**src/hdl/spc_pkg.sv**
```systemverilog
// spc_pkg: shared types, codes and constants of the subleq processor core
// no dependencies; imported by spc_controller, spc_datapath and the top level

package spc_pkg;

  localparam int unsigned WORD_BITS         = 48;
  localparam int unsigned FIELD_BITS        = 16;
  localparam int unsigned STEP_BITS         = 32;
  localparam int unsigned OPCODE_BITS       = 3;
  localparam int unsigned CFG_INDEX_BITS    = 2;
  localparam int unsigned CFG_DATA_BITS     = 32;
  localparam int unsigned DEFAULT_ADDR_BITS = 16;

  localparam logic [FIELD_BITS-1:0] START_ADDRESS_RESET = 16'd1;
  localparam logic [STEP_BITS-1:0]  STEP_LIMIT_RESET    = '0;
  localparam logic [STEP_BITS-1:0]  STEP_MAX            = '1;

  // opcodes of an input transaction
  localparam logic [OPCODE_BITS-1:0] OP_WRITE   = 3'd0;
  localparam logic [OPCODE_BITS-1:0] OP_READ    = 3'd1;
  localparam logic [OPCODE_BITS-1:0] OP_STEP    = 3'd2;
  localparam logic [OPCODE_BITS-1:0] OP_RUN     = 3'd3;
  localparam logic [OPCODE_BITS-1:0] OP_RESTART = 3'd4;

  // configuration register indexes
  localparam logic [CFG_INDEX_BITS-1:0] CFG_START_ADDRESS = 2'd0;
  localparam logic [CFG_INDEX_BITS-1:0] CFG_STEP_LIMIT    = 2'd1;

  typedef enum logic [2:0] {
    ST_CLEAR,
    ST_IDLE,
    ST_FETCH,
    ST_LOAD_A,
    ST_LOAD_B,
    ST_STORE,
    ST_DONE
  } state_t;

  // what the single memory port does in a cycle
  typedef enum logic [2:0] {
    MEM_IDLE,
    MEM_CLEAR,
    MEM_HOST_WRITE,
    MEM_HOST_READ,
    MEM_FETCH,
    MEM_LOAD_A,
    MEM_LOAD_B,
    MEM_STORE_B
  } mem_sel_t;

  typedef struct packed {
    mem_sel_t mem_sel;
    logic     item_start;
    logic     item_run;
    logic     item_step;
    logic     item_read;
    logic     pc_restart;
    logic     result_load;
  } cmd_t;

  typedef struct packed {
    logic clear_last;
    logic run_go;
  } status_t;

endpackage

```
**src/hdl/spc_controller.sv**
```systemverilog
// spc_controller: state machine sequencing transactions and subleq steps
// depends on spc_pkg; drives the command struct of spc_datapath

module spc_controller (
  input  logic                                clk,
  input  logic                                rst,
  input  logic                                in_valid,
  output logic                                in_ready,
  input  logic [spc_pkg::OPCODE_BITS-1:0]     opcode,
  output logic                                out_valid,
  input  logic                                out_ready,
  input  spc_pkg::status_t                    status,
  output spc_pkg::cmd_t                       cmd
);
  import spc_pkg::*;

  state_t state;
  state_t state_next;
  logic   accept;
  logic   out_free;

  assign in_ready = (state == ST_IDLE);
  assign accept   = in_valid && in_ready;
  assign out_free = !out_valid || out_ready;

  always_ff @(posedge clk) begin
    if (rst) begin
      state <= ST_CLEAR;
    end else begin
      state <= state_next;
    end
  end

  always_ff @(posedge clk) begin
    if (rst) begin
      out_valid <= 1'b0;
    end else if (cmd.result_load) begin
      out_valid <= 1'b1;
    end else if (out_ready) begin
      out_valid <= 1'b0;
    end
  end

  // next state
  always_comb begin
    state_next = state;
    unique case (state)
      ST_CLEAR: begin
        if (status.clear_last) state_next = ST_IDLE;
      end
      ST_IDLE: begin
        if (accept) begin
          if (opcode == OP_STEP || opcode == OP_RUN) state_next = ST_FETCH;
          else state_next = ST_DONE;
        end
      end
      ST_FETCH: begin
        if (status.run_go) state_next = ST_LOAD_A;
        else state_next = ST_DONE;
      end
      ST_LOAD_A: state_next = ST_LOAD_B;
      ST_LOAD_B: state_next = ST_STORE;
      ST_STORE:  state_next = ST_FETCH;
      ST_DONE: begin
        if (out_free) state_next = ST_IDLE;
      end
      default: state_next = ST_CLEAR;
    endcase
  end

  // commands
  always_comb begin
    cmd         = '0;
    cmd.mem_sel = MEM_IDLE;
    unique case (state)
      ST_CLEAR: cmd.mem_sel = MEM_CLEAR;
      ST_IDLE: begin
        if (accept) begin
          cmd.item_start = 1'b1;
          unique case (opcode)
            OP_WRITE:   cmd.mem_sel = MEM_HOST_WRITE;
            OP_READ: begin
              cmd.mem_sel   = MEM_HOST_READ;
              cmd.item_read = 1'b1;
            end
            OP_STEP:    cmd.item_step  = 1'b1;
            OP_RUN:     cmd.item_run   = 1'b1;
            OP_RESTART: cmd.pc_restart = 1'b1;
            default:    cmd.mem_sel    = MEM_IDLE;
          endcase
        end
      end
      ST_FETCH: begin
        if (status.run_go) cmd.mem_sel = MEM_FETCH;
      end
      ST_LOAD_A: cmd.mem_sel = MEM_LOAD_A;
      ST_LOAD_B: cmd.mem_sel = MEM_LOAD_B;
      ST_STORE:  cmd.mem_sel = MEM_STORE_B;
      ST_DONE:   cmd.result_load = out_free;
      default:   cmd.mem_sel = MEM_IDLE;
    endcase
  end

  a_no_accept_in_clear: assert property (@(posedge clk) disable iff (rst)
    (state == ST_CLEAR) |-> !in_ready)
    else $error("transaction accepted during memory clear");

  a_exec_enters_fetch: assert property (@(posedge clk) disable iff (rst)
    (accept && (opcode == OP_STEP || opcode == OP_RUN)) |=> (state == ST_FETCH))
    else $error("step or run did not start at fetch");

  a_load_only_when_free: assert property (@(posedge clk) disable iff (rst)
    cmd.result_load |-> out_free)
    else $error("result loaded over an untaken result");

  a_store_follows_load_b: assert property (@(posedge clk) disable iff (rst)
    (state == ST_LOAD_B) |=> (cmd.mem_sel == MEM_STORE_B))
    else $error("operand b load not followed by write-back");

endmodule

```
**config.mk**
```make
export PLATFORM = sky130hd
export DESIGN_NAME = spc_controller
export DESIGN_NICKNAME = d
export VERILOG_FILES = /design/src/hdl/spc_pkg.sv /design/src/hdl/spc_controller.sv
export SDC_FILE = /design/constraint.sdc
export NUM_CORES = 1
export LEC_CHECK = 0
export BUFFER_PORTS_ARGS = -buffer_cell sky130_fd_sc_hd__buf_2
export CAP_MARGIN = 20
export CORE_AREA = 2 2 39 41
export CTS_CLUSTER_SIZE = 30
export DETAILED_ROUTE_END_ITERATION = 10
export DIE_AREA = 0 0 41 43
export PLACE_DENSITY = 0.63
export SKIP_LAST_GASP = 1
export SLEW_MARGIN = 20
export SYNTH_ARGS = -nofsm -noshare
export SYNTH_HDL_FRONTEND = slang
export SYNTH_SLANG_ARGS = --single-unit
```
**constraint.sdc**
```tcl
create_clock -name clk -period 1.5 [get_ports clk]
set_input_delay 0.15 -clock clk [delete_from_list [all_inputs] [get_ports clk]]
set_output_delay 0.15 -clock clk [all_outputs]
set_load 0.05 [all_outputs]
```
Yosys cells after proc, flatten, opt, wreduce, memory -nomap -nowiden:

Index checks and enable logic that the tools add are counted.

* mux-type cells: 18
* eq/ne operators: 13
* reductions and logical operators: 8

Operators by type and width (number)
* case mux 3 bit (7 select lines): 1
* 2-to-1 mux 3 bit: 6
* case mux 3 bit (6 select lines): 1
* equality test 3 x 2 -> 1 bit (second input constant): 4
* equality test 3 bit (second input constant): 4
* 2-to-1 mux 1 bit: 7
* 2-to-1 mux 7 bit: 1
* equality test 3 x 1 -> 1 bit (second input constant): 2
* logical NOT 3 bit: 2
* 2-to-1 mux 5 bit: 1
* inequality test 2 bit (second input constant): 2
* case mux 2 bit (2 select lines): 1
* AND reduction 3 bit: 1
* logical OR 1 bit: 2
* inequality test 2 x 1 -> 1 bit (second input constant): 1
* nonzero test 2 bit: 1
* logical AND 1 bit: 1
* logical NOT 1 bit: 1

* word-level logic and storage cells: 41
* input port bits: 9
* output and inout bits: 11
* flip-flop bits (word level): 4

Longest topological paths before layout:

Gate-level depths: netlist (run 1).

* depth after elaboration: 5
* gate-level depth with buffers: 4
* gate-level depth less buffers: 3

Worst setup path before layout (run 1):

No wires, ideal clock.

* kind: flip-flop to output port
* start point: reg state[1]
* end point: out cmd[3] (netlist bit)
* path slack: -1.222 ns
* path buffers: 1
* data required time: 1.350 ns
* arrival time: 2.572 ns
* cell stages (with the launch flop): 5
* path through: dfxtp_1 -> buf_6 -> nor3b_2 -> nand2_1 -> nor3b_1

RTL lines
* start, declared: RTL line spc_controller.sv:17 `state_t state;`
* start signal, assigned: RTL line spc_controller.sv:30 `state <= state_next;`
* end, declared: RTL line spc_controller.sv:13 `output spc_pkg::cmd_t cmd`

==> results.sh, run 1 <==
export IMPL_syn_avg_cell_area_um2=7.67
export IMPL_whs_ps=133
export IMPL_grt_usage=0.128
export IMPL_min_period_ps=1520
export IMPL_synth_commonest_cells="nor2_1, dfxtp_1, nand2_1, nor3b_1"
export IMPL_drt_initial_drc_count=3
export IMPL_wl_um=1020
export IMPL_ys_warn_count=0
export IMPL_power_frac_seq=0.232
export IMPL_routabilityCongestion=0.752
export IMPL_utilization=0.457
export IMPL_timing_final_ws_setup_ps=-19.4
export IMPL_port_buffer_count=19
export IMPL_clk_insertion_delay_late_ps=240
export IMPL_finalSetupTns_ps=-48.5
export IMPL_worst_slew_pin_slew_ps=266
export IMPL_cts_made_buffers=3
export IMPL_clk_pin_slew_ps=40
export IMPL_cts_tree="done"
export IMPL_power_density_nw_per_um2=890
export IMPL_rsz0062_at_grt="yes"
export IMPL_synth_seq_area_share=0.222
export IMPL_grt_overflow=0
export IMPL_grt_max_degree=11
export IMPL_synth_cells=47
export IMPL_hp_class="input port to register"
export IMPL_cts_path_max_buffers=2
export IMPL_cts_sinks=4
export IMPL_first_global_vias=391
export IMPL_p_comb_frac=0.527
export IMPL_endpoint_kind="output port"
export IMPL_violations="negative setup slack"
export IMPL_clkPwrFrac=0.241
export IMPL_yosysUniqueCellTypes=26
export IMPL_register_area_um2=86.3
export IMPL_post_route_drc_count=0
export IMPL_finalNonFillerCells=89
export IMPL_nNetsFinal=84
export IMPL_syn_to_final_growth_pct=75.3
export IMPL_ys_async_sr_fraction=0
export IMPL_wire_per_inst_um=11.5
export IMPL_clockRootBuffer="clkbuf_4"
export IMPL_initial_utilization=0.260
export IMPL_cp_data_arrival_time_ps=1370
export IMPL_core_area_um2=1380
export IMPL_drive_above_1_share=0.589
export IMPL_outcome="finished, violations left"
export IMPL_insertedDiodeCount=0
export IMPL_startpoint_type="register"
export IMPL_slew_violations=0
export IMPL_synth_area_leaders="dfxtp_1, nor3b_1, mux2i_1"
export IMPL_multi_input_area_um2=308
export IMPL_place_inst=85
export IMPL_drtAntennaViolNets=0
export IMPL_row_count=14
export IMPL_final_setup_viol_count=3
export IMPL_syn_nets=56
export IMPL_antenna_found_initial=0
export IMPL_nFillCells=145
export IMPL_syn_cell_area_um2=360
export IMPL_synth_flop_cell="dfxtp_1"
export IMPL_worstPathRequired_ps=1350
export IMPL_switching_share=0.420
export IMPL_period_share=1.01
export IMPL_hold_viol_final=0
export IMPL_drt_first_pass_iters=4
export IMPL_routed_via_density=5.03
export IMPL_die_width_um=41
export IMPL_max_freq_mhz=658
export IMPL_synth_edff_count=0
export IMPL_path_class="register to output port"
export IMPL_p_switching_mw=0.236
export IMPL_place_hpwl_um=822
export IMPL_worst_path_max_fanout=4
export IMPL_leakage_nw=0.290
export IMPL_synth_top_area_frac=0.222
export IMPL_num_vias=448
export IMPL_die_height_um=43
export IMPL_irDropWorstVdd_v=0.000653
export IMPL_synthMostInstantiatedCell="nor2_1"
export IMPL_p_int_mw=0.326
export IMPL_ys_seq_elements=4
export IMPL_clock_skew_ps=7.52
export IMPL_die_area_um2=1760
export IMPL_synth_area_leader_cell="dfxtp_1"
export IMPL_grt_pass1_wl_um=1590
export IMPL_htree_num_levels=1
export IMPL_slew_headroom=0.821
export IMPL_drv_cap=0
export IMPL_io_pins=20
path summary, 6_finish.rpt:
path | end | slack [ps] | from | cells past startpoint
min reg2reg | out_valid | 550 | out_valid | 2
max | cmd[2] | -20 | state[2] | 4
min | out_valid | 130 | rst | 2
max reg2reg | state[2] | 190 | state[1] | 3
repair_timing:
action,in CTS,in global routing
gates resized for setup,12,7
setup buffers,0,1
hold buffers,0,0
pin swaps,2,0
endpoints found under the setup margin,7,7
registers in the layout, indices dropped and copies added (netlist names):
register,flops
out_valid,1
state,3
metrics by stage:
step                instance area, um^2  total power [mW]  worst slack (ps)
floorplan                           413             0.328              -387
global placement                    553             0.403               111
detailed placement                  553             0.403              93.8
CTS                                 606             0.552             -33.9
global route                        632             0.597             -88.2
finish                              632             0.563             -19.4
critical path, stage by stage, from the launching register on:
cell and delay (ps):
dfxtp_4 350, nor3b_4 260, nand2_2 150, nor3b_4 200
buf_6 180
cell usage in the layout (no fill, tap or decap), types with 2 or more instances in the layout:
master,n
a21o_1,2
a21oi_1,2
buf_2,12
buf_4,8
buf_6,6
clkbuf_4,3
dfxtp_2,2
inv_1,2
mux2i_1,2
nand2_1,3
nor2_1,3
nor2_2,2
nor2b_1,2
nor3b_1,2
nor3b_4,3
o211ai_1,2
cell type report:
cell class / instances / share of cell area
clock buffer: 3 / 0.0356
inverter: 2 / 0.0119
multi-input combinational: 38 / 0.487
sequential: 4 / 0.137
tap: 16 / 0.0317
timing repair buffer: 26 / 0.297
power groups by stage:
| stage | registers [mW] | logic, mW | clock network (mW) |
|---|---|---|---|
| 2_1_floorplan | 0.125 | 0.203 | 0 |
| 3_3_place_gp | 0.131 | 0.272 | 0 |
| 3_5_place_dp | 0.131 | 0.272 | 0 |
| 4_1_cts | 0.131 | 0.282 | 0.138 |
| 5_1_grt | 0.133 | 0.317 | 0.147 |
| 6_report | 0.130 | 0.297 | 0.136 |
logic make-up (layout without fill, tap and decap cells):
kind of cell           count (synthesis)  after routing  share of synthesized area
multiplexers                           2              2                     0.0556
AO/OA/AOI/OAI                         13             13                      0.260
AND/OR/NAND/NOR                       23             23                      0.385
flip-flops                             4              4                      0.222
buffers and inverters                  5             31                     0.0764
routing by layer:
layer	up-vias	global-route usage	wire, um
li1	230	-	-
met1	194	0.161	436
met2	24	0.213	480
met3	0	0.0471	105
met4	0	0	0
met5	-	0	0
Note: power is estimated with default switching activity, not from simulation.
==> inputs of run 2 (changes only) <==
--- a/config.mk
+++ b/config.mk
@@ -7,11 +7,13 @@
 export LEC_CHECK = 0
 export BUFFER_PORTS_ARGS = -buffer_cell sky130_fd_sc_hd__buf_2
 export CAP_MARGIN = 20
-export CORE_AREA = 2 2 39 41
+export CELL_PAD_IN_SITES_DETAIL_PLACEMENT = 1
+export CELL_PAD_IN_SITES_GLOBAL_PLACEMENT = 1
+export CORE_AREA = 2 2 40 42
 export CTS_CLUSTER_SIZE = 30
 export DETAILED_ROUTE_END_ITERATION = 10
-export DIE_AREA = 0 0 41 43
-export PLACE_DENSITY = 0.63
+export DIE_AREA = 0 0 42 44
+export PLACE_DENSITY = 0.8
 export SKIP_LAST_GASP = 1
 export SLEW_MARGIN = 20
 export SYNTH_ARGS = -nofsm -noshare
==> results.sh, run 2 (same netlist as run 1, synthesis figures left out) <==
export IMPL_drtAntennaViolNets=0
export IMPL_grt_pass1_wl_um=2010
export IMPL_insertedDiodeCount=0
export IMPL_drv_cap=0
export IMPL_cts_path_max_buffers=2
export IMPL_initial_utilization=0.254
export IMPL_num_vias=467
export IMPL_first_global_vias=468
export IMPL_cpPeakStageDelay_ps=390
export IMPL_critPathBufInv=2
export IMPL_path_cells="inv_1 -> or3_1 -> nor2_2 -> buf_6"
export IMPL_cts_tree="done"
export IMPL_largest_reg_flops=3
export IMPL_min_period_ps=1530
export IMPL_row_count=14
export IMPL_timing_final_ws_setup_ps=-32.1
export IMPL_max_flop_register="state"
export IMPL_power_density_nw_per_um2=882
export IMPL_wl_um=1230
export IMPL_slew_violations=0
export IMPL_die_area_um2=1850
export IMPL_slew_headroom=0.823
export IMPL_cp_top_family="simple AND/OR/NAND/NOR gates"
export IMPL_place_inst=83
export IMPL_clk_pin_slew_ps=40
export IMPL_nNetsFinal=83
export IMPL_reg2reg_depth=4
export IMPL_critPathSlowestCell="or3_1"
export IMPL_port_buffer_count=19
export IMPL_worst_slew_pin_slew_ps=266
export IMPL_drt_initial_drc_count=2
export IMPL_routabilityCongestion=0.711
export IMPL_rsz0062_at_grt="yes"
export IMPL_core_area_um2=1420
export IMPL_die_height_um=44
export IMPL_clockRootBuffer="clkbuf_4"
export IMPL_cts_made_buffers=3
export IMPL_clock_skew_ps=2.33
export IMPL_worstPathRequired_ps=1350
export IMPL_cp_depth=4
export IMPL_hp_class="input port to register"
export IMPL_drt_first_pass_iters=2
export IMPL_irDropWorstVdd_v=0.000537
export IMPL_endpoint_kind="output port"
export IMPL_grt_max_degree=11
export IMPL_max_freq_mhz=653
export IMPL_io_pins=20
export IMPL_hold_viol_final=0
export IMPL_violations="negative setup slack"
export IMPL_clk_insertion_delay_late_ps=230
export IMPL_layout_common_cells="buf_2, buf_6, buf_4"
export IMPL_die_width_um=42
export IMPL_reg2reg_from="state[1]"
export IMPL_final_common_cell="buf_2"
export IMPL_cp_endpoint="cmd[0]"
export IMPL_post_route_drc_count=0
export IMPL_final_area_um2=648
export IMPL_grt_usage=0.138
export IMPL_place_hpwl_um=918
export IMPL_drive_above_1_share=0.597
export IMPL_antenna_found_initial=0
export IMPL_crit_start="state[2]"
export IMPL_htree_num_levels=1
export IMPL_finalNonFillerCells=88
export IMPL_reg2reg_slack_ps=90
export IMPL_utilization=0.457
export IMPL_power_total_mw=0.572
export IMPL_grt_overflow=0
export IMPL_startpoint_type="register"
export IMPL_routed_via_density=5.31
export IMPL_place_area_um2=538
export IMPL_worst_path_max_fanout=5
export IMPL_timing_rr_end="state[2]"
export IMPL_cp_data_arrival_time_ps=1380
export IMPL_path_class="register to output port"
export IMPL_outcome="finished, violations left"
export IMPL_leakage_nw=0.290
export IMPL_nFillCells=180
export IMPL_wire_per_inst_um=14.0
export IMPL_cts_sinks=4
export IMPL_final_setup_viol_count=4
export IMPL_period_share=1.02
export IMPL_reg_top3="state x3, out_valid x1"
export IMPL_syn_to_final_growth_pct=79.9
[run 2: worst register-to-register path: stages (launching register included)]
cell and delay [ps]:
dfxtp_4 350, buf_4 140, or3b_1 390, a311oi_2 250
o32ai_2 140
[run 2: routing by layer]
| metal | GRT usage | vias to the layer above | part of all wire |
|---|---|---|---|
| met4 | 0 | 0 | 0 |
| li1 | - | 226 | - |
| met2 | 0.263 | 20 | 0.54 |
| met5 | 0 | - | 0 |
| met3 | 0.0458 | 0 | 0.057 |
| met1 | 0.160 | 221 | 0.40 |
[run 2: metrics by stage]
stage	hold slack [ps]	worst slack (ps)	TNS, ps
finish	152	-32.1	-93.9
global route	155	-131	-556
CTS	130	-52.3	-150
detailed placement	382	23.9	0
global placement	385	52.4	0
floorplan	219	-387	-1650
[run 2: worst min path at each step]
stage | from | end | slack [ps] | cells past startpoint
2_1_floorplan | rst | out_valid | 220 | 1
3_3_place_gp | rst | out_valid | 380 | 2
3_5_place_dp | rst | state[1] | 380 | 2
4_1_cts | rst | state[1] | 130 | 2
5_1_grt | rst | state[1] | 160 | 2
6_report | rst | state[1] | 150 | 2
[run 2: area by class of cell]
class	instances	area, um^2	share of cell area
Inverter	2	7.51	0.0116
Clock buffer	3	22.5	0.0347
Timing Repair Buffer	25	186	0.288
Tap cell	16	20.0	0.0309
Sequential cell	4	85.1	0.131
Multi-Input combinational cell	38	327	0.504
[run 2: repair_timing]
| action | 4_1_cts | 5_1_grt |
|---|---|---|
| endpoints found under the setup margin | 8 | 9 |
| hold buffers | 0 | 0 |
| endpoints found under the hold margin | 0 | 0 |
| resized for setup | 17 | 5 |
| setup buffers | 2 | 0 |
| pin swaps | 2 | 1 |
[run 2: power by group]
part	total (mW)	internal (mW)	leakage, nW	switching (mW)
Clock	0.131	0.0894	0.0138	0.0416
Sequential	0.130	0.118	0.0339	0.0124
Combinational	0.311	0.124	0.242	0.187
Total	0.572	0.331	0.290	0.241
==> inputs of run 3 (changes only) <==
--- a/config.mk
+++ b/config.mk
@@ -14,6 +14,7 @@
 export DETAILED_ROUTE_END_ITERATION = 10
 export DIE_AREA = 0 0 42 44
 export PLACE_DENSITY = 0.8
+export REMOVE_ABC_BUFFERS = 1
 export SKIP_LAST_GASP = 1
 export SLEW_MARGIN = 20
 export SYNTH_ARGS = -nofsm -noshare
==> results.sh, run 3 (same netlist as run 1, synthesis figures left out) <==
export IMPL_syn_to_final_growth_pct=77.8
export IMPL_largest_reg_flops=3
export IMPL_initial_utilization=0.254
export IMPL_place_area_um2=505
export IMPL_slew_violations=0
export IMPL_register_area_um2=86.3
export IMPL_drtAntennaViolNets=0
export IMPL_timing_final_ws_setup_ps=-53.7
export IMPL_clkPwrFrac=0.233
export IMPL_p_int_mw=0.331
export IMPL_worst_slew_pin_slew_ps=297
export IMPL_irDropWorstVdd_v=0.000438
export IMPL_cts_tree="done"
export IMPL_min_period_ps=1550
export IMPL_place_hpwl_um=940
export IMPL_utilization=0.451
export IMPL_power_density_nw_per_um2=889
export IMPL_clock_skew_ps=0.965
export IMPL_place_inst=84
export IMPL_rsz0062_at_grt="yes"
export IMPL_outcome="finished, violations left"
export IMPL_cts_path_max_buffers=2
export IMPL_routed_via_density=5.17
export IMPL_power_total_mw=0.569
export IMPL_grt_overflow=0
export IMPL_endpoint_kind="output port"
export IMPL_drive_above_1_share=0.575
export IMPL_drv_cap=0
export IMPL_period_share=1.04
export IMPL_clockRootBuffer="clkbuf_4"
export IMPL_critPathBufInv=1
export IMPL_routabilityCongestion=0.800
export IMPL_nFillCells=182
export IMPL_die_width_um=42
export IMPL_worst_path_max_fanout=5
export IMPL_clk_pin_slew_ps=40
export IMPL_grt_max_degree=12
export IMPL_final_setup_viol_count=3
export IMPL_startpoint_type="register"
export IMPL_first_global_vias=461
export IMPL_worstPathRequired_ps=1350
export IMPL_insertedDiodeCount=0
export IMPL_clk_insertion_delay_late_ps=230
export IMPL_cts_sinks=4
export IMPL_leakage_nw=0.283
export IMPL_p_switching_mw=0.239
export IMPL_reg_top3="state x3, out_valid x1"
export IMPL_core_area_um2=1420
export IMPL_hold_viol_final=0
export IMPL_drt_initial_drc_count=4
export IMPL_num_vias=460
export IMPL_multi_input_area_um2=294
export IMPL_post_route_drc_count=0
export IMPL_cpPeakStageDelay_ps=360
export IMPL_max_flop_register="state"
export IMPL_htree_num_levels=1
export IMPL_grt_usage=0.143
export IMPL_finalNonFillerCells=89
export IMPL_die_height_um=44
export IMPL_cts_made_buffers=3
export IMPL_row_count=14
export IMPL_nNetsFinal=84
export IMPL_wl_um=1270
export IMPL_power_frac_seq=0.234
export IMPL_violations="negative setup slack"
export IMPL_switching_share=0.419
export IMPL_final_area_um2=641
export IMPL_grt_pass1_wl_um=2000
export IMPL_slew_headroom=0.802
export IMPL_die_area_um2=1850
export IMPL_port_buffer_count=19
export IMPL_antenna_found_initial=0
export IMPL_cp_top_family="simple AND/OR/NAND/NOR gates"
export IMPL_cp_data_arrival_time_ps=1400
export IMPL_p_comb_frac=0.533
export IMPL_io_pins=20
export IMPL_hold_buffers=0
export IMPL_drt_first_pass_iters=2
export IMPL_hp_class="input port to register"
export IMPL_critPathSlowestCell="dfxtp_4"
export IMPL_wire_per_inst_um=14.2
export IMPL_max_freq_mhz=644
export IMPL_path_cells="nor3b_4 -> nand2_2 -> nor3b_2 -> buf_6"
export IMPL_layout_common_cells="buf_2, buf_4, buf_6"
export IMPL_final_common_cell="buf_2"
export IMPL_path_class="register to output port"
run 3: final cells by class:
class                   count  area share
multi-input cells          38       0.459
flip-flops and latches      4       0.135
repair buffers             26       0.328
inverters                   2      0.0117
clock buffers               3      0.0352
well taps                  16      0.0313
run 3: routing by layer:
layer / routed length, um / vias up / share of wire / global-route usage
li1: - / 228 / - / -
met1: 510 / 213 / 0.40 / 0.170
met2: 670 / 19 / 0.53 / 0.253
met3: 87 / 0 / 0.069 / 0.0417
met4: 0 / 0 / 0 / 0.0387
met5: 0 / - / 0 / 0
run 3: stage by stage:
stage | setup TNS (ps) | hold slack [ps] | setup WS, ps
after floorplan | -6860 | 219 | -1330
after global placement | 0 | 384 | 112
after detailed placement | 0 | 389 | 0.0320
after CTS | -123 | 142 | -36.8
after global routing | -580 | 151 | -139
final | -132 | 147 | -53.7
run 3: power groups by stage:
| stage | clock (mW) | combinational, mW | sequential (mW) |
|---|---|---|---|
| after CTS | 0.138 | 0.289 | 0.133 |
| after floorplan | 0 | 0.157 | 0.139 |
| after global placement | 0 | 0.258 | 0.128 |
| final | 0.133 | 0.303 | 0.133 |
| after detailed placement | 0 | 0.263 | 0.130 |
| after global routing | 0.146 | 0.325 | 0.135 |
run 3: worst paths after layout:
| kind | start | endpoint | slack, ps | cells past startpoint |
|---|---|---|---|---|
| max | state[1] | cmd[2] | -50 | 4 |
| min | rst | state[1] | 150 | 2 |
| max reg2reg | state[1] | state[2] | 70 | 4 |
| min reg2reg | out_valid | out_valid | 570 | 2 |
run 3: timing repair:
action | 4_1_cts | 5_1_grt
pin swaps | 6 | 3
endpoints found under the setup margin | 8 | 8
setup buffers | 0 | 2
resized for setup | 27 | 6
gates cloned | 0 | 0
